--- src/rpc_pkg.sv ---
`timescale 1ns / 1ps
// ----------------------------------------------------------------------------
// rpc_pkg: shared definitions for the reverse pair counter
// Field widths, store depth default, total saturation limit and the control
// group that travels with a query beat along the cell row.
// ----------------------------------------------------------------------------
package rpc_pkg;

  // Default store depth (number of cells in the row)
  localparam int MAX_ITEMS_DEF = 1024;

  // Fixed field widths
  localparam int VALUE_W = 32;
  localparam int TOTAL_W = 19;

  // Largest value that running_total carries; the total saturates here
  localparam logic [TOTAL_W-1:0] TOTAL_MAX = {TOTAL_W{1'b1}};

  // Control group of one query beat moving along the row
  typedef struct packed {
    logic valid;  // beat present in this slot
    logic store;  // value still has to be written into a free cell
    logic last;   // final element of the sequence
    logic ovf;    // sequence has exceeded the store
  } tok_ctrl_t;

endpackage

--- src/rpc_accum.sv ---
`timescale 1ns / 1ps
// ----------------------------------------------------------------------------
// rpc_accum: running total and output register
// Adds each beat's hit count to the saturating sequence total and holds the
// result beat until the receiver takes it.
// ----------------------------------------------------------------------------
module rpc_accum
  import rpc_pkg::*;
#(
  parameter int CW = 11
) (
  input  logic               clk,
  input  logic               rst,
  input  logic               advance,
  input  tok_ctrl_t          ctrl_i,
  input  logic [CW-1:0]      cnt_i,
  output logic               out_valid,
  output logic [TOTAL_W-1:0] running_total,
  output logic               overflow,
  output logic               done_res
);

  localparam int SW = ((CW > TOTAL_W) ? CW : TOTAL_W) + 1;

  logic [TOTAL_W-1:0] total;
  logic [SW-1:0]      sum;
  logic [TOTAL_W-1:0] sat;

  // Saturating add
  assign sum = SW'(total) + SW'(cnt_i);
  assign sat = (sum > SW'(TOTAL_MAX)) ? TOTAL_MAX : sum[TOTAL_W-1:0];

  // Control: total and output valid
  always_ff @(posedge clk) begin
    if (rst) begin
      total     <= '0;
      out_valid <= 1'b0;
    end else if (advance) begin
      out_valid <= ctrl_i.valid;
      if (ctrl_i.valid) begin
        total <= ctrl_i.last ? '0 : sat;
      end
    end
  end

  // Result payload
  always_ff @(posedge clk) begin
    if (advance && ctrl_i.valid) begin
      running_total <= sat;
      overflow      <= ctrl_i.ovf;
      done_res      <= ctrl_i.last;
    end
  end

endmodule

--- config.mk ---
export PLATFORM = sky130hd
export DESIGN_NAME = rpc_accum
export DESIGN_NICKNAME = d
export VERILOG_FILES = /design/src/rpc_pkg.sv /design/src/rpc_accum.sv
export SDC_FILE = /design/constraint.sdc
export NUM_CORES = 1
export LEC_CHECK = 0
export BUFFER_PORTS_ARGS = -buffer_cell sky130_fd_sc_hd__clkbuf_2
export CORE_ASPECT_RATIO = 0.7
export CORE_MARGIN = 2
export CORE_UTILIZATION = 45
export CTS_CLUSTER_DIAMETER = 80
export CTS_CLUSTER_SIZE = 40
export DETAILED_ROUTE_END_ITERATION = 10
export PLACE_DENSITY = 0.64
export SYNTH_ARGS = -nofsm -noshare
export SYNTH_HDL_FRONTEND = slang
export SYNTH_SLANG_ARGS = --single-unit
--- constraint.sdc ---
create_clock -name clk -period 4.2 [get_ports clk]
set_input_delay 0.42 -clock clk [delete_from_list [all_inputs] [get_ports clk]]
set_output_delay 0.42 -clock clk [all_outputs]
set_load 0.03 [all_outputs]
==> metrics.yaml <==
run_status:
  status: "finished clean"
sta:
  setup_viol: 0
  finalMaxSlewViolations: 0
  setup_tns_ns: 0
  max_clock_freq_mhz: 396
  relSlewSlack_pct: 29.3
  worst_pin_slew_ns: 1.06
  setup_slack_ns: 1.67
  finalHoldViolations: 0
  fin_crit_sh_pct: 60.2
  hold_slack_ns: 0.293
  period_minus_slack_ns: 2.53
  rsz0062_at_grt: "false"
  finalClockSkew_ns: 0.00847
clocking:
  cts-root-buf: "clkbuf_8"
  clockBufferDepth: 2
  clk_latency_ns: 0.30
  cts_tree: "yes"
  post_cts_resized: 0
  cts_buffers: 5
  clock_sinks: 41
  clk_pin_slew_ns: 0.08
  cts-htree-levels: 2
  holdBufCountCts: 0
  post-cts-setup-buffer-count: 0
yosys:
  avgSynthCellArea_um2: 10.6
  synth_fp_nets: 239
  yosysWarnings: 0
  yosysTopAreaCell: "edfxtp_1"
  ys_async_sr_fraction_pct: 0
  synth_area_leaders: "edfxtp_1 (28%), dfxtp_1 (18%), ha_1 (6.2%), a22o_1 (4.7%), nand2_1 (3.7%)"
  ys_top_cells_by_count: "nand2_1 (22), edfxtp_1 (21), dfxtp_1 (20)"
  netlist_area_um2: 2220
  synth_cell_types: 57
  synthCells: 209
  yosys.area.top_type_share_pct: 28.4
  synth_edf_count: 21
  synth_most_common_cell: "nand2_1"
  yosysSeqAreaShare_pct: 46.4
  synth-main-ff-cell: "edfxtp_1"
  ys_ff_latch: 41
setup_path:
  crit_type: "flop to flop"
  cp_max_fo: 6
  r2r_end: "running_total[16]"
  r2r_start: "total[0]"
  endpoint_kind: "flop"
  worstPathCellList: "ha_1, inv_1, fa_1, nor2b_4, o31a_1, o211ai_2, a21boi_2, nand3_1, mux2_2"
  r2r_slack_ns: 1.67
  arrival_ns: 2.58
  slowest_delay_ns: 0.42
  critical_path.startpoint: "total[0]"
  critPathTopFamily: "compound AO/OA/AOI/OAI gates"
  cp-start-kind: "flop"
  crit_slowest_cell: "fa_1"
  cp.buffers_inverters: 1
  r2r_cells: 9
  worst_ep_required_time_ns: 4.25
final_layout:
  regArea_um2: 1030
  multi_input_area_um2: 1140
  n_antenna_cell: 0
  final_nets: 280
  n_fill_cell: 444
  area_growth_pct: 16.5
  drive_above_1_share_pct: 24.3
  final_cell_area_um2: 2590
routing:
  detail_route.vias_per_cell: 5.29
  antenna_left: 0
  firstDrtPassIters: 4
  wire_per_inst_um: 13.7
  vias: 1694
  drc_errors: 0
  drtIter0Drc: 74
  drt_wl_total_um: 4390
pwr:
  p_switching_uw: 220
  peakVddDrop_mv: 0.201
  p_clk_share_pct: 35.5
  p_leak_uw: 0.00107
  p_sw_share_pct: 25.0
  powerDensity_nw_per_um2: 340
  seqPwrFrac_pct: 50.4
  p_int_uw: 659
  total_power_uw: 879
  combPwrFrac_pct: 14.1
min_path:
  min_from: "ctrl_i[0]"
  hp-class: "input port to flop"
  worstHoldEndpoint: "overflow"
  hold_path_depth: 1
place:
  portBuffers: 38
  placed_area_um2: 2480
  dp_hpwl_um: 3050
  preCtsSetupSlack_ns: 1.50
  globalplace.congestion: 0.833
run:
  drv_cap: 0
floorplanning:
  dieHeight_um: 62.8
  die_x_um: 88.0
  rows: 21
  io_pins: 40
  initial_utilization_pct: 46.8
  coreArea_um2: 4760
  die_area_um2: 5530
grt:
  antenna_found_initial: 0
  grt_first_pass_wirelength_um: 7290
  track_usage_pct: 17.3
  grt_pass1_vias: 1529
  grt_overflow: 0
  grt_max_degree: 36
state kept, by name (all words and copies together) (netlist names):
register,flops
running_total,19
total,19
done_res,1
out_valid,1
overflow,1
cell families after synthesis:
family          after synthesis  synth area share [%]
fa+ha+maj                    12                  7.09
xor+xnor                     10                  3.94
mux                           2                 0.957
simple gates                 68                  16.3
buf+inv                      12                  2.48
compound gates               64                  22.8
flops                        41                  46.4
power groups by stage:
stage	registers [uW]	logic, uW	clock network (uW)
after floorplan	475	67.1	0
after global placement	452	123	0
after detailed placement	453	123	0
after CTS	444	124	320
after global routing	445	136	345
final	443	124	312
layout make-up:
| cell class | instances | area share [%] |
|---|---|---|
| clock inverters | 2 | 1.35 |
| flip-flops and latches | 41 | 39.8 |
| repair buffers | 40 | 7.92 |
| clock buffers | 6 | 2.80 |
| well taps | 69 | 3.33 |
| inverters | 6 | 0.870 |
| multi-input cells | 156 | 43.9 |
metal layers:
layer / vias up / track usage, % / wire [um]
li1: 880 / - / -
met1: 776 / 26.4 / 2430
met2: 34 / 22.3 / 1710
met3: 4 / 6.61 / 209
met4: 0 / 5.11 / 36
met5: - / 0 / 0
through the flow:
step / std cells / util, %
6_report: 320 / 54.5
5_1_grt: 320 / 54.5
4_1_cts: 320 / 54.5
3_5_place_dp: 312 / 52.2
3_3_place_gp: 312 / 52.2
2_1_floorplan: 209 / -
layout by cell type (no fill, tap or decap), drive strengths merged, types with 7 or more instances in the layout:
cell / instances
dfxtp: 20
edfxtp: 21
clkbuf: 44
a22o: 12
nand2: 23
o21ai: 9
xnor2: 8
nor3: 9
ha: 11
o21a: 7
a21oi: 13
nor2: 7
worst max-delay path by stage:
stage / slack [ns] / cells past startpoint / to
finish: 1.67 / 9 / running_total[16]
global route: 1.47 / 9 / running_total[16]
CTS: 1.65 / 9 / running_total[16]
detailed placement: 1.50 / 10 / running_total[16]
global placement: 1.55 / 10 / running_total[16]
floorplan: 1.82 / 9 / running_total[16]
No activity file was read; power rests on OpenSTA's default activity.
