File: src/rpc_pkg.sv
`timescale 1ns / 1ps
// ----------------------------------------------------------------------------
// rpc_pkg: shared definitions for the reverse pair counter
// Field widths, store depth default, total saturation limit and the control
// group that travels with a query beat along the cell row.
// ----------------------------------------------------------------------------
package rpc_pkg;

  // Default store depth (number of cells in the row)
  localparam int MAX_ITEMS_DEF = 1024;

  // Fixed field widths
  localparam int VALUE_W = 32;
  localparam int TOTAL_W = 19;

  // Largest value that running_total carries; the total saturates here
  localparam logic [TOTAL_W-1:0] TOTAL_MAX = {TOTAL_W{1'b1}};

  // Control group of one query beat moving along the row
  typedef struct packed {
    logic valid;  // beat present in this slot
    logic store;  // value still has to be written into a free cell
    logic last;   // final element of the sequence
    logic ovf;    // sequence has exceeded the store
  } tok_ctrl_t;

endpackage

File: src/rpc_cell.sv
`timescale 1ns / 1ps
// ----------------------------------------------------------------------------
// rpc_cell: one compare cell of the row
// Holds one stored value. A passing query beat is compared against it while
// the cell is occupied, or writes its value into it at the first free cell.
// ----------------------------------------------------------------------------
module rpc_cell
  import rpc_pkg::*;
#(
  parameter int FW = 11,  // width of the occupancy countdown
  parameter int CW = 11   // width of the hit count
) (
  input  logic               clk,
  input  logic               rst,
  input  logic               advance,
  input  tok_ctrl_t          ctrl_i,
  input  logic [VALUE_W-1:0] val_i,
  input  logic [FW-1:0]      rem_i,
  input  logic [CW-1:0]      cnt_i,
  output tok_ctrl_t          ctrl_o,
  output logic [VALUE_W-1:0] val_o,
  output logic [FW-1:0]      rem_o,
  output logic [CW-1:0]      cnt_o
);

  logic [VALUE_W-1:0] stored;
  logic               occupied;
  logic               hit;
  logic               write_en;
  logic signed [VALUE_W:0] twice;
  logic signed [VALUE_W:0] stored_ext;
  tok_ctrl_t          ctrl_next;
  logic [FW-1:0]      rem_next;
  logic [CW-1:0]      cnt_next;

  // Compare on 33 bits so doubling never overflows
  assign twice      = $signed({val_i, 1'b0});
  assign stored_ext = $signed({stored[VALUE_W-1], stored});

  // Cells ahead of the fill point hold this sequence's values
  assign occupied = (rem_i != '0);
  assign hit      = ctrl_i.valid && occupied && (stored_ext > twice);
  assign write_en = ctrl_i.valid && !occupied && ctrl_i.store;

  always_comb begin
    ctrl_next = ctrl_i;
    if (write_en) begin
      ctrl_next.store = 1'b0;
    end
    rem_next = occupied ? (rem_i - FW'(1)) : rem_i;
    cnt_next = cnt_i + CW'(hit);
  end

  // Control slot
  always_ff @(posedge clk) begin
    if (rst) begin
      ctrl_o <= '0;
    end else if (advance) begin
      ctrl_o <= ctrl_next;
    end
  end

  // Payload of the beat and the stored value
  always_ff @(posedge clk) begin
    if (advance) begin
      val_o <= val_i;
      rem_o <= rem_next;
      cnt_o <= cnt_next;
      if (write_en) begin
        stored <= val_i;
      end
    end
  end

endmodule

File: config.mk
export PLATFORM = sky130hd
export DESIGN_NAME = rpc_cell
export DESIGN_NICKNAME = d
export VERILOG_FILES = /design/src/rpc_pkg.sv /design/src/rpc_cell.sv
export SDC_FILE = /design/constraint.sdc
export NUM_CORES = 1
export LEC_CHECK = 0
export BUFFER_PORTS_ARGS = -buffer_cell sky130_fd_sc_hd__buf_2
export CAP_MARGIN = 25
export CORE_MARGIN = 2
export CORE_UTILIZATION = 55
export CTS_CLUSTER_SIZE = 8
export DETAILED_ROUTE_END_ITERATION = 12
export PLACE_DENSITY = 0.85
export SYNTH_ARGS = -nofsm -noshare
export SYNTH_HDL_FRONTEND = slang
export SYNTH_SLANG_ARGS = --single-unit
File: constraint.sdc
create_clock -name clk -period 7.2 [get_ports clk]
set_clock_uncertainty 0.2 [all_clocks]
set_input_delay 1.44 -clock clk [delete_from_list [all_inputs] [get_ports clk]]
set_output_delay 1.44 -clock clk [all_outputs]
set_load 0.01 [all_outputs]
==> impl_metrics.yaml <==
finish:
  final_common_cell: "buf_2"
  multi_input_comb_area_um2: 1150
  n_antenna_cell: 0
  regArea_um2: 2660
  fin_area_um2: 4840
  nNetsFinal: 503
  final_cell_mix: "buf_2, edfxtp_1, inv_1"
  syn_to_final_growth_pct: 22.2
  drive_above_1_share_pct: 33.3
  fillCellCount: 526
pwr:
  power.density_nw_per_um2: 208
  leakage_nw: 2.11
  peakVddDrop_mv: 0.119
  power_mw: 1.00
critical_path:
  path_common_cell: "ha_1"
  worstSetupPathType: "in -> reg"
  crit_path_cell_trace: "buf_2, or4_4, or3_4, or4_1, nand2_1, or3_1, o21ai_1, ha_1, ha_1, and2_1, nand4_1, xnor2_1"
  worst_path_max_delay_cell: "or4_1"
  slowest_delay_ns: 0.61
  cp_max_fo: 6
  cp-start-kind: "primary input"
  cp.buffers_inverters: 1
  cp_top_family: "simple AND/OR/NAND/NOR gates"
  worst-endpoint-arrival_ns: 4.16
  cp.required_ns: 7.12
  end_kind: "register"
global_routing:
  grt_usage_pct: 19.6
  grt_pass1_wl_um: 11500
  grt_max_degree: 61
  gr-total-overflow: 0
  grt_pass1_vias: 2536
  antenna_found_initial: 0
floorplan:
  die_w_um: 88.8
  num_rows: 30
  dieArea_um2: 7890
  ios: 119
  dieHeight_um: 88.8
  core_um2: 6870
  start_util_pct: 57.6
detailed_routing:
  avgRoutedWirePerCell_um: 14.2
  detail_route.drc_violations: 0
  drt_pre_antenna_iters: 5
  num_vias: 2571
  ant_nets: 0
  avgViaCountPerCell: 5.06
  wl_um: 7230
  drtIter0Drc: 89
clocking:
  cts_tree: "done"
  numCtsBuffers: 9
  root_buffer: "clkbuf_8"
  clkSinkCount: 90
  post_cts_buffers: 0
  cts.path.max_buffers: 2
  htree_num_levels: 3
  cts_resized: 0
  clk_pin_slew_ns: 0.08
  hold_buffers: 0
  clk_latency_ns: 0.36
logic_synthesis:
  ys.flop_type: "edfxtp_1"
  ys_types: 34
  yosys_register_bits: 90
  netlist_area_um2: 3960
  async_flop_share_pct: 0
  syn-num-nets: 374
  postSynthCellCount: 278
  avgSynthCellArea_um2: 14.2
  synth-seq-area-share_pct: 67.3
  synth_edf_count: 86
  ys_warn_count: 0
sta:
  period_needed_ns: 4.24
  setup_violations: 0
  max_freq_ghz: 0.236
  setup-tns-final_ns: 0
  final_max_slew_viol_count: 0
  slew_headroom_pct: 48.5
  rsz0062_at_grt: "false"
  worst_hold_slack_ns: 0.283
  finalCritPeriodShare_pct: 58.9
  hold_viol: 0
  tightest_slew_ns: 0.773
place:
  post-dp-hpwl_um: 5410
  place_congestion: 0.739
  place_area_um2: 4680
  numPortBuffers: 118
run_status:
  status: "complete, no violations"
flow_run:
  maxCapViolCount: 0
min_path:
  hp-class: "reg -> reg"
## cells in the mapped netlist, drive strengths merged, types with 3 or more instances
cell type  number  area share, %
o21ai           6           0.76
nor4            6            1.3
edfxtp         86             65
nand3          10            1.3
xor2            4           0.88
inv            36            3.4
nand4           7            1.1
a21o            3           0.57
a21oi          14            1.8
ha             35             11
mux2i           3           0.76
dfxtp           4            2.0
nor2           11            1.0
nand2          17            1.6
nand2b          4           0.63
xnor2          13            2.9
## state kept, by name, indices dropped and copies added (netlist names)
register	count
cnt_o	11
ctrl_o	4
rem_o	11
stored	32
val_o	32
## area by class of cell
class                      count  area share [%]
clock buffer                   9            2.56
clock inverter                 7           0.750
tap                           96            2.48
inverter                      36            2.79
timing repair buffer         120            12.5
sequential                    90            55.0
multi-input combinational    150            23.9
## worst reg2reg max path: stages (launching register included)
cell	delay (ns)
edfxtp_1	0.39
ha_1	0.32
a21o_1	0.19
a21o_1	0.17
a221oi_1	0.28
o41ai_1	0.17
or3_1	0.33
o21ai_1	0.08
ha_1	0.21
ha_1	0.22
and2_1	0.19
nand4_1	0.12
xnor2_1	0.13
## power by group
| part | switching (mW) | internal (mW) | total (mW) |
|---|---|---|---|
| clock network | 0.167 | 0.120 | 0.288 |
| registers | 0.00584 | 0.602 | 0.608 |
| logic | 0.0626 | 0.0463 | 0.109 |
| total | 0.236 | 0.769 | 1.00 |
## through the flow
step | setup WS, ns | util (%) | cells
2_1_floorplan | 2.26 | - | 278
3_3_place_gp | 2.64 | 68.1 | 492
3_5_place_dp | 2.57 | 68.1 | 492
4_1_cts | 2.95 | 70.4 | 508
5_1_grt | 2.80 | 70.4 | 508
6_report | 2.96 | 70.4 | 508
## per-layer routing
metal,GRT usage (%),vias up,routed length (µm)
li1,-,1284,-
met1,24.6,1200,3040
met2,32.6,76,3670
met3,4.57,11,376
met4,8.40,0,150
met5,0,-,0
## final timing paths
check | from | end | slack [ns] | cells after the start
min reg2reg | ctrl_o[2] | ctrl_o[2] | 0.28 | 2
max reg2reg | stored[30] | cnt_o[10] | 3.99 | 12
min | ctrl_o[2] | ctrl_o[2] | 0.28 | 2
max | rem_i[5] | cnt_o[10] | 2.96 | 12
## logic make-up after synthesis
kind of cell	after synthesis	synth area share, %
flops	90	67.3
simple gates	65	8.85
buf+inv	38	3.63
fa+ha+maj	35	11.1
compound gates	30	4.68
xor+xnor	17	3.76
mux	3	0.759
Power figures use the tool's default switching activity.
